==> config.mk <==
export PLATFORM = sky130hd
export DESIGN_NAME = lcd_nine_bit_pixel_framer
export DESIGN_NICKNAME = d
export VERILOG_FILES = /design/src/rtl/lcd9_pkg.sv /design/src/rtl/lcd9_ram.sv /design/src/rtl/lcd_nine_bit_pixel_framer.sv
export VERILOG_INCLUDE_DIRS = /design/src /design/src/rtl
export SDC_FILE = /design/constraint.sdc
export NUM_CORES = 2
export LEC_CHECK = 0
export BUFFER_PORTS_ARGS = -buffer_cell sky130_fd_sc_hd__clkbuf_2
export CORE_MARGIN = 2
export CORE_UTILIZATION = 45
export DETAILED_ROUTE_END_ITERATION = 8
export PLACE_DENSITY_LB_ADDON = 0.2
export SKIP_LAST_GASP = 1
export SYNTH_ARGS = -nofsm -noshare
export SYNTH_HDL_FRONTEND = slang
export SYNTH_SLANG_ARGS = --single-unit
==> constraint.sdc <==
create_clock -name clk -period 3.8 [get_ports clk]
set_input_delay 0.76 -clock clk [delete_from_list [all_inputs] [get_ports clk]]
set_output_delay 0.76 -clock clk [all_outputs]
set_load 0.005 [all_outputs]
==> src/rtl/lcd_nine_bit_pixel_framer_macros.svh <==
// assertion helpers for the nine-bit framer
`ifndef LCD_NINE_BIT_PIXEL_FRAMER_MACROS_SVH
`define LCD_NINE_BIT_PIXEL_FRAMER_MACROS_SVH

// same-cycle implication, cleared while reset is low
`define LCD9_ASSERT_NOW(lbl, clk, rst_n, ante, cons, msg) \
	lbl: assert property (@(posedge clk) disable iff (!rst_n) (ante) |-> (cons)) \
		else $error(msg);

// next-cycle implication, cleared while reset is low
`define LCD9_ASSERT_NEXT(lbl, clk, rst_n, ante, cons, msg) \
	lbl: assert property (@(posedge clk) disable iff (!rst_n) (ante) |=> (cons)) \
		else $error(msg);

`endif

==> src/rtl/lcd9_pkg.sv <==
package lcd9_pkg;

	typedef enum logic [2:0] {
		KIND_CMD     = 3'd0,
		KIND_PARAM   = 3'd1,
		KIND_WINDOW  = 3'd2,
		KIND_FILL    = 3'd3,
		KIND_RAW     = 3'd4,
		KIND_INDEXED = 3'd5,
		KIND_PAL_WR  = 3'd6
	} kind_t;

	localparam logic [7:0] CMD_COLUMN = 8'h2A;
	localparam logic [7:0] CMD_ROW    = 8'h2B;
	localparam logic [7:0] CMD_WRITE  = 8'h2C;

	// packed so that byte_value sits in the lowest bits of the stream word
	typedef struct packed {
		logic [7:0]  index;
		logic [15:0] pixel;
		logic [7:0]  height;
		logic [7:0]  width;
		logic [7:0]  y;
		logic [7:0]  x;
		logic [7:0]  byte_value;
	} item_t;

	typedef struct packed {
		logic       is_data;
		logic [7:0] word_byte;
		logic       last;
	} word_t;

	function automatic logic [2:0] word_count(kind_t k);
		logic [2:0] n;
		unique case (k)
			KIND_CMD, KIND_PARAM:               n = 3'd1;
			KIND_WINDOW:                        n = 3'd7;
			KIND_FILL, KIND_RAW, KIND_INDEXED:  n = 3'd2;
			default:                            n = 3'd0;
		endcase
		return n;
	endfunction

	function automatic word_t make_word(kind_t k, logic [2:0] cnt, item_t it,
			logic [15:0] fill, logic [15:0] pal);
		word_t w;
		logic [15:0] colour;
		w = '0;
		colour = '0;
		unique case (k)
			KIND_CMD: begin
				w.is_data = 1'b0;
				w.word_byte = it.byte_value;
				w.last = 1'b1;
			end
			KIND_PARAM: begin
				w.is_data = 1'b1;
				w.word_byte = it.byte_value;
				w.last = 1'b1;
			end
			KIND_WINDOW: begin
				unique case (cnt)
					3'd0: w = '{1'b0, CMD_COLUMN, 1'b0};
					3'd1: w = '{1'b1, it.x + 8'd1, 1'b0};
					3'd2: w = '{1'b1, it.x + it.width, 1'b0};
					3'd3: w = '{1'b0, CMD_ROW, 1'b0};
					3'd4: w = '{1'b1, it.y + 8'd1, 1'b0};
					3'd5: w = '{1'b1, it.y + it.height, 1'b0};
					default: w = '{1'b0, CMD_WRITE, 1'b1};
				endcase
			end
			KIND_FILL, KIND_RAW, KIND_INDEXED: begin
				if (k == KIND_FILL) begin
					colour = fill;
				end else if (k == KIND_RAW) begin
					colour = it.pixel;
				end else begin
					colour = pal;
				end
				w.is_data = 1'b1;
				w.word_byte = (cnt == 3'd0) ? colour[15:8] : colour[7:0];
				w.last = (cnt != 3'd0);
			end
			default: w = '0;
		endcase
		return w;
	endfunction

endpackage

==> src/rtl/lcd9_ram.sv <==
module lcd9_ram #(
	parameter int WIDTH = 16,
	parameter int DEPTH = 256
) (
	input  logic                     clk,
	input  logic                     we,
	input  logic [$clog2(DEPTH)-1:0] waddr,
	input  logic [WIDTH-1:0]         wdata,
	input  logic                     re,
	input  logic [$clog2(DEPTH)-1:0] raddr,
	output logic [WIDTH-1:0]         rdata
);

	logic [WIDTH-1:0] mem_q [DEPTH];

	always_ff @(posedge clk) begin
		if (we) begin
			mem_q[waddr] <= wdata;
		end
		if (re) begin
			rdata <= mem_q[raddr];
		end
	end

endmodule

==> src/rtl/lcd_nine_bit_pixel_framer.sv <==
// channel   dir  tdata                                         tuser      tlast
// s_*       in   byte_value,x,y,width,height,pixel,index      kind       -
// m_*       out  word_byte                                     is_data    last
// cfg_*     in   fill_color, written when cfg_we is high       -          -
//
// an item is registered on acceptance and, while the output is not stalled, its words leave one per cycle:
// one word for command and parameter, two for pixels, seven for a window
// palette writes and unused kinds leave the stage with no word
// the palette read is issued on acceptance, so its colour is ready when the indexed item reaches the stage
// a new item is taken in the cycle the previous item's last word is loaded
// arst_n clears the valid flags and fill colour; the palette is not cleared
`include "lcd_nine_bit_pixel_framer_macros.svh"

module lcd_nine_bit_pixel_framer #(
	parameter int PALETTE_ENTRIES = 256
) (
	input  logic        clk,
	input  logic        arst_n,
	input  logic        s_tvalid,
	output logic        s_tready,
	// byte_value, x, y, width, height, pixel[15:0], index
	input  logic [63:0] s_tdata,
	// kind
	input  logic [2:0]  s_tuser,
	output logic        m_tvalid,
	input  logic        m_tready,
	// word_byte
	output logic [7:0]  m_tdata,
	// is_data
	output logic [0:0]  m_tuser,
	output logic        m_tlast,
	input  logic        cfg_we,
	input  logic [15:0] cfg_wdata
);

	import lcd9_pkg::*;

	localparam int PAL_AW = $clog2(PALETTE_ENTRIES);
	localparam logic [8:0] PAL_LIMIT = 9'(PALETTE_ENTRIES);

	item_t       item_in;
	kind_t       kind_in;
	logic        idx_ok_in;
	logic        accept;

	logic        valid_s1;
	item_t       item_s1;
	kind_t       kind_s1;
	logic        idx_ok_s1;
	logic [2:0]  cnt_s1;

	logic [15:0] fill_color_q;
	logic [15:0] pal_rdata;
	logic [15:0] pal_colour;

	logic [2:0]  nwords;
	logic        last_word;
	logic        out_free;
	logic        emit;
	logic        done;
	word_t       word;

	logic        m_tvalid_q;
	word_t       out_q;

	assign item_in   = item_t'(s_tdata);
	assign kind_in   = kind_t'(s_tuser);
	assign idx_ok_in = ({1'b0, item_in.index} < PAL_LIMIT);

	assign nwords    = word_count(kind_s1);
	assign last_word = (cnt_s1 == nwords - 3'd1);
	assign out_free  = !m_tvalid_q || m_tready;
	assign emit      = valid_s1 && (nwords != 3'd0) && out_free;
	assign done      = valid_s1 && ((nwords == 3'd0) || (emit && last_word));
	assign s_tready  = !valid_s1 || done;
	assign accept    = s_tvalid && s_tready;

	lcd9_ram #(
		.WIDTH(16),
		.DEPTH(PALETTE_ENTRIES)
	) u_palette (
		.clk   (clk),
		.we    (accept && (kind_in == KIND_PAL_WR) && idx_ok_in),
		.waddr (item_in.index[PAL_AW-1:0]),
		.wdata (item_in.pixel),
		.re    (accept && (kind_in == KIND_INDEXED)),
		.raddr (item_in.index[PAL_AW-1:0]),
		.rdata (pal_rdata)
	);

	assign pal_colour = idx_ok_s1 ? pal_rdata : 16'h0000;
	assign word = make_word(kind_s1, cnt_s1, item_s1, fill_color_q, pal_colour);

	always_ff @(posedge clk or negedge arst_n) begin
		if (!arst_n) begin
			fill_color_q <= '0;
		end else if (cfg_we) begin
			fill_color_q <= cfg_wdata;
		end
	end

	always_ff @(posedge clk or negedge arst_n) begin
		if (!arst_n) begin
			valid_s1 <= 1'b0;
			cnt_s1   <= '0;
		end else begin
			if (accept) begin
				valid_s1 <= 1'b1;
			end else if (done) begin
				valid_s1 <= 1'b0;
			end
			if (accept || done) begin
				cnt_s1 <= '0;
			end else if (emit) begin
				cnt_s1 <= cnt_s1 + 3'd1;
			end
		end
	end

	always_ff @(posedge clk) begin
		if (accept) begin
			item_s1   <= item_in;
			kind_s1   <= kind_in;
			idx_ok_s1 <= idx_ok_in;
		end
	end

	always_ff @(posedge clk or negedge arst_n) begin
		if (!arst_n) begin
			m_tvalid_q <= 1'b0;
		end else if (emit) begin
			m_tvalid_q <= 1'b1;
		end else if (m_tready) begin
			m_tvalid_q <= 1'b0;
		end
	end

	always_ff @(posedge clk) begin
		if (emit) begin
			out_q <= word;
		end
	end

	assign m_tvalid = m_tvalid_q;
	assign m_tdata  = out_q.word_byte;
	assign m_tuser  = out_q.is_data;
	assign m_tlast  = out_q.last;

	`LCD9_ASSERT_NOW(a_cnt_in_range, clk, arst_n, valid_s1 && (nwords != 3'd0),
		cnt_s1 < nwords, "word counter ran past the item's word count")
	`LCD9_ASSERT_NEXT(a_last_follows_count, clk, arst_n, emit,
		m_tvalid && (m_tlast == $past(last_word)), "tlast does not match the final word")
	`LCD9_ASSERT_NOW(a_pal_write_silent, clk, arst_n,
		valid_s1 && (kind_s1 == KIND_PAL_WR), !emit, "palette write produced a word")
	`LCD9_ASSERT_NEXT(a_busy_holds_item, clk, arst_n, valid_s1 && !done,
		valid_s1 && $stable(kind_s1), "item left the stage before its last word")

endmodule
### Yosys cells after proc, flatten, opt, wreduce, memory -nomap -nowiden

Memory sizes are Yosys's and may differ from the RTL's. A register that Yosys moved wholly into a read port is not among the register bits.
Index checks and enable logic that the tools add are counted.

| storage, ports and cells | value |
|---|---|
| flip-flop bits (word level) | 90 |
| bits in latches | 0 |
| memory bits (writable) | 4096 |
| ROM bits | 0 |
| bits of input ports | 88 |
| output and inout bits | 12 |
| word-level logic and storage cells | 71 |
| memories kept | 1 |

| cells by class | value |
|---|---|
| $add $sub $neg | 6 |
| multiply operators | 0 |
| div/mod/pow operators | 0 |
| magnitude comparators | 0 |
| equal/unequal tests | 13 |
| shift operators | 0 |
| mux-type cells | 14 |
| bitwise logic cells | 0 |
| reductions and logical operators | 23 |

Memories:

| name | depth | width | rd ports | clocked after Yosys merged registers in | write ports | RTL line | text |
|---|---|---|---|---|---|---|---|
| u_palette.mem_q | 256 | 16 | 1 | 1 | 1 | lcd9_ram.sv:14 | `logic [WIDTH-1:0] mem_q [DEPTH];` |

Operator list:

| cell | count |
|---|---|
| 10-bit one-hot mux with 6 select lines | 1 |
| 10-bit one-hot mux with 4 select lines | 1 |
| 16-bit 2-to-1 mux | 2 |
| 3-bit equality test (second input constant) | 6 |
| 8-bit by 1-bit adder with 8-bit output (second input constant) | 2 |
| 8-bit adder | 2 |
| 3-bit by 2-bit equality test with 1-bit output (second input constant) | 4 |
| 3-bit logical NOT | 3 |
| 3-bit one-hot mux with 3 select lines | 1 |
| 8-bit 2-to-1 mux | 1 |
| 1-bit logical AND | 7 |
| 3-bit by 1-bit equality test with 1-bit output (second input constant) | 2 |
| 1-bit 2-to-1 mux | 6 |
| 3-bit 2-to-1 mux | 2 |
| 2-bit nonzero test | 3 |
| 3-bit nonzero test | 2 |
| 1-bit logical OR | 4 |
| 3-bit by 1-bit adder with 3-bit output (second input constant) | 1 |
| 3-bit equality test | 1 |
| 3-bit OR reduction | 1 |
| 3-bit by 1-bit subtractor with 3-bit output (second input constant) | 1 |
| 1-bit logical NOT | 2 |
| 2-bit OR reduction | 1 |

### Longest topological paths before layout

| depth | value |
|---|---|
| word-level depth | 14 |
| mapped depth | 13 |
| gate-level depth less buffers | 13 |

### Hierarchy

Synthesis repeated with hierarchy kept, for this count alone.

| second synthesis, totals | value |
|---|---|
| cells, all modules | 7685 |
| area, all modules | 163374.2 um2 |

Modules (own cells, without submodules):

| module | times used | cells each | area each (um2) | seq. area each (um2) |
|---|---|---|---|---|
| lcd9_ram | 1 | 7360 | 158874.9 | 123478.4 |
| lcd_nine_bit_pixel_framer | 1 | 325 | 4499.3 | 2597.5 |

### Least setup slack after synthesis

Ideal clock, no wire load.

| path | value |
|---|---|
| kind | reg-to-reg |
| from | register kind_s1[2] |
| to | register item_s1[0] in the netlist's numbering, enable pin |
| library setup time | 423 ps |
| arrival | 3057 ps |
| required time | 3377 ps |
| path slack | 319 ps |
| cell stages (with the launch flop) | 9 |
| path buffers | 1 |
| path through | edfxtp_1 -> inv_1 -> ha_1 -> xnor2_1 -> mux2i_1 -> o31ai_1 -> a21o_1 -> buf_2 -> and2_1 |

| on the way | value |
|---|---|
| longest elaborated chain between the ends | 11 |

RTL lines:

| item | RTL line | text |
|---|---|---|
| from (decl) | lcd_nine_bit_pixel_framer.sv:48 | `kind_t kind_s1;` |
| from (signal assigned) | lcd_nine_bit_pixel_framer.sv:123 | `kind_s1 <= kind_in;` |
| 3-bit by 2-bit equality test with 1-bit output (tied with other cells) | lcd9_pkg.sv:36 | `unique case (k)` |
| 3-bit OR reduction / 2-bit OR reduction (equally long branches) | lcd9_pkg.sv:36 |  |
| 3-bit one-hot mux with 3 select lines (*) | lcd9_pkg.sv:36 |  |
| branches (longest 4 deep; another with 3-bit by 1-bit subtractor with 3-bit output) | -- |  |
| 1-bit logical OR (*) | lcd_nine_bit_pixel_framer.sv:74 | `assign done = valid_s1 && ((nwords == 3'd0) \|\| (emit && last_word));` |
| 1-bit logical AND (*) | lcd_nine_bit_pixel_framer.sv:74 |  |
| 1-bit logical OR (*) | lcd_nine_bit_pixel_framer.sv:75 | `assign s_tready = !valid_s1 \|\| done;` |
| named net s_tready | lcd_nine_bit_pixel_framer.sv:20 | `output logic s_tready,` |
| 1-bit logical AND (*) | lcd_nine_bit_pixel_framer.sv:76 | `assign accept = s_tvalid && s_tready;` |
| named net accept | lcd_nine_bit_pixel_framer.sv:44 | `logic accept;` |
| to (signal assigned) | lcd_nine_bit_pixel_framer.sv:122 | `item_s1 <= item_in;` |
| to (decl) | lcd_nine_bit_pixel_framer.sv:47 | `item_t item_s1;` |

Mark *: on every way through the listed nets, which the timed path passes.
A chain may end at the register's enable or synchronous reset.

==> impl_metrics.json <==
{
  "outcome": "finished, final reports clean",
  "max_stage_delay_ns": 0.44,
  "syn_area_per_cell_um2": 23.0,
  "htreeDepth": 5,
  "yosys_most_used_dff": "edfxtp_1",
  "setup_viol": 0,
  "grt_use_total": 0.228,
  "drive_gt1_frac": 0.319,
  "fin_skew_ns": 0.0399,
  "crit_path_top_delay_cell": "fa_1",
  "internal_power_mw": 77.1,
  "synth-edff-count": 4181,
  "min_path_type": "input port to flip-flop",
  "core_area_um2": 355000,
  "path_max_fanout": 13,
  "hold_viol_final": 0,
  "die_w_um": 600,
  "cts_sinks": 4202,
  "nets": 8073,
  "drc": 0,
  "syn_inst": 6951,
  "yosysUniqueCellTypes": 50,
  "wl_per_cell_um": 31.8,
  "clock_path_buffers": 4,
  "maxCapViolCount": 0,
  "yosysSeqAreaShare": 0.788,
  "final_common_cell": "edfxtp_1",
  "dieArea_um2": 361000,
  "worst_pin_slew_ns": 1.25,
  "crit_path_start_kind": "flip-flop",
  "clock_power_share": 0.415,
  "layout.cells.non_filler": 13071,
  "maxSlewViolCount": 0,
  "pwr-share-seq": 0.521,
  "ant_nets": 0,
  "pre_cts_slack_ns": -0.581,
  "p_per_area_nw_per_um2": 518,
  "most-common-layout-cells": "edfxtp_1, mux4_2, buf_4",
  "nFillCells": 26608,
  "buffer_ports.inserted": 99,
  "fmax_mhz": 293,
  "ios": 100,
  "crit_chain": "inv_1 -> ha_1 -> nand3b_1 -> ha_1 -> fa_1 -> a21o_1 -> a21oi_1 -> o21bai_1 -> a21oi_1 -> xor2_1 -> o22ai_1 -> o2bb2ai_1",
  "synth_area_um2": 160000,
  "relSlewSlack": 0.167,
  "rows": 219,
  "via_count": 78411,
  "yosys_warnings": 0,
  "antenna_found_initial": 18,
  "fin_ws_ns": 0.385,
  "dpl.cell_count": 12226,
  "critPathRequiredTime_ns": 4.49,
  "hpwl_um": 253000,
  "p_sw_mw": 21.3,
  "cts_root_buf": "clkbuf_16",
  "gr-total-overflow": 0,
  "vias_per_cell": 6.00,
  "synthToLayoutAreaGrowth_pct": 18.7,
  "irDropWorstVdd_v": 0.000447,
  "totalWireLength_um": 416000,
  "path_class": "flip-flop to flip-flop",
  "crit_family": "compound AO/OA/AOI/OAI gates",
  "grt_pass1_wl_um": 591000,
  "rsz0062_at_grt": "no",
  "path_clk_slew_ns": 0.06,
  "synthesis.nets": 7062,
  "clk_latency_ns": 0.97,
  "finalCritPeriodShare": 0.899,
  "async_reset_ff_frac": 0.00500,
  "p_comb_frac": 0.064,
  "gp_congestion": 0.832,
  "finalCriticalPeriod_ns": 3.42,
  "drt_iter0_markers": 9580,
  "regArea_um2": 126000,
  "grt_max_degree": 126,
  "holdWs_ns": 0.0965,
  "fp.dieH_um": 600,
  "p_sw_frac": 0.216,
  "cts_buffers": 424,
  "multi_input_area_um2": 32100,
  "crit_buf_inv": 1,
  "end_kind": "flip-flop",
  "initial_core_util": 0.451,
  "cts_tree": "built",
  "crit_arrival_ns": 4.11,
  "ys_seq_elements": 4202,
  "grt_pass1_vias": 79410,
  "tns_ns": 0,
  "first_pass_iters": 6,
  "p_leak_nw": 59.9
}
==> kinds of logic after synthesis <==
kind of cell / share of synthesized area
compound gates: 0.0383
xor+xnor: 0.000875
fa+ha+maj: 0.00189
buf+inv: 0.0130
flops: 0.788
mux: 0.147
simple gates: 0.0118
==> flip-flops by register name (all words and copies together), names as in the netlist <==
signal and flops:
m_tdata 8, u_palette.rdata 16, item_s1 56, kind_s1 3, m_tlast 1, m_tvalid 1
m_tuser 1, fill_color_q 16, cnt_s1 3, u_palette.mem_q 4096, valid_s1 1
==> layer usage <==
metal	part of all wire	wire length [um]	track usage	vias up
met3	0.071	29400	0.0341	540
met1	0.42	176000	0.332	42563
met2	0.48	199000	0.362	3139
met4	0.027	11300	0.0591	6
li1	-	-	-	32163
met5	0.00010	42	0	-
==> cell type report <==
type | instances | area share
tap | 4751 | 0.0313
antenna | 8 | 0.000105
sequential | 4202 | 0.663
clock buffer | 540 | 0.0592
timing repair buffer | 1009 | 0.0653
multi-input combinational | 2316 | 0.169
inverter | 9 | 0.000178
clock inverter | 236 | 0.0116
==> path summary, 6_finish.rpt <==
| check | slack, ns | endpoint | cells after the start | startpoint |
|---|---|---|---|---|
| worst max-delay path | 0.38 | m_tdata[6] | 12 | cnt_s1[1] |
| worst min-delay path | 0.1 | valid_s1 | 2 | s_tvalid |
| worst max register to register | 0.38 | m_tdata[6] | 12 | cnt_s1[1] |
| worst min register to register | 0.50 | fill_color_q[13] | 1 | fill_color_q[13] |
| max in group asynchronous | 3.07 | valid_s1 | 2 | arst_n |
| min in group asynchronous | 0.35 | fill_color_q[3] | 2 | arst_n |
==> through the flow <==
step | utilization | power [mW] | cell area [um^2]
detailed placement | 0.496 | 58.5 | 176000
global route | 0.535 | 101 | 190000
global placement | 0.496 | 58.4 | 176000
CTS | 0.535 | 99.1 | 190000
finish | 0.536 | 98.4 | 190000
floorplan | - | 55.3 | 160000
==> power by group through the flow <==
stage	Sequential (mW)	Combinational (mW)	Clock, mW
after floorplan	52.2	3.03	0
after global placement	52.2	6.14	0
after detailed placement	52.2	6.24	0
after CTS	51.3	6.30	41.5
after global routing	51.3	6.64	43.3
final	51.3	6.28	40.8
==> worst register-to-register path, delay by kind of cell (launching register included) <==
family	cells	cell delay, ns
adder cells (fa/ha/maj)	3	1.11
AO/OA/AOI/OAI	6	1.11
XOR/XNOR	1	0.24
AND/OR/NAND/NOR	1	0.13
flip-flops	1	0.43
buffers and inverters	1	0.11
==> cell usage after synthesis (all sizes together), types with 3 or more instances <==
cell type	n	area, um^2
a211oi	3	22.5
a21o	5	37.5
a21oi	30	150
a221oi	261	2380
a22o	256	2240
and2	9	56.3
and3	6	37.5
buf	181	1130
clkbuf	243	913
dfrtp	21	526
edfxtp	4181	126000
ha	21	263
inv	9	33.8
mux2	17	191
mux2i	4	40.0
mux4	1032	23200
nand2	84	315
nand2b	12	75.1
nand3	7	35.0
nand4	18	113
nor2	288	1080
nor2b	11	68.8
nor3	6	30.0
o21a	3	22.5
o21ai	71	355
o21bai	4	30.0
o22ai	134	838
xnor2	13	114
xor2	3	26.3
==> repair_timing <==
item | in CTS | in global routing
resized for setup | 1 | 0
hold buffers | 60 | 0
endpoints found under the setup margin | 1 | 1
pin swaps | 0 | 1
setup buffers | 0 | 1
endpoints found under the hold margin | 80 | 0
cloned | 0 | 0
Power figures use the tool's default switching activity.
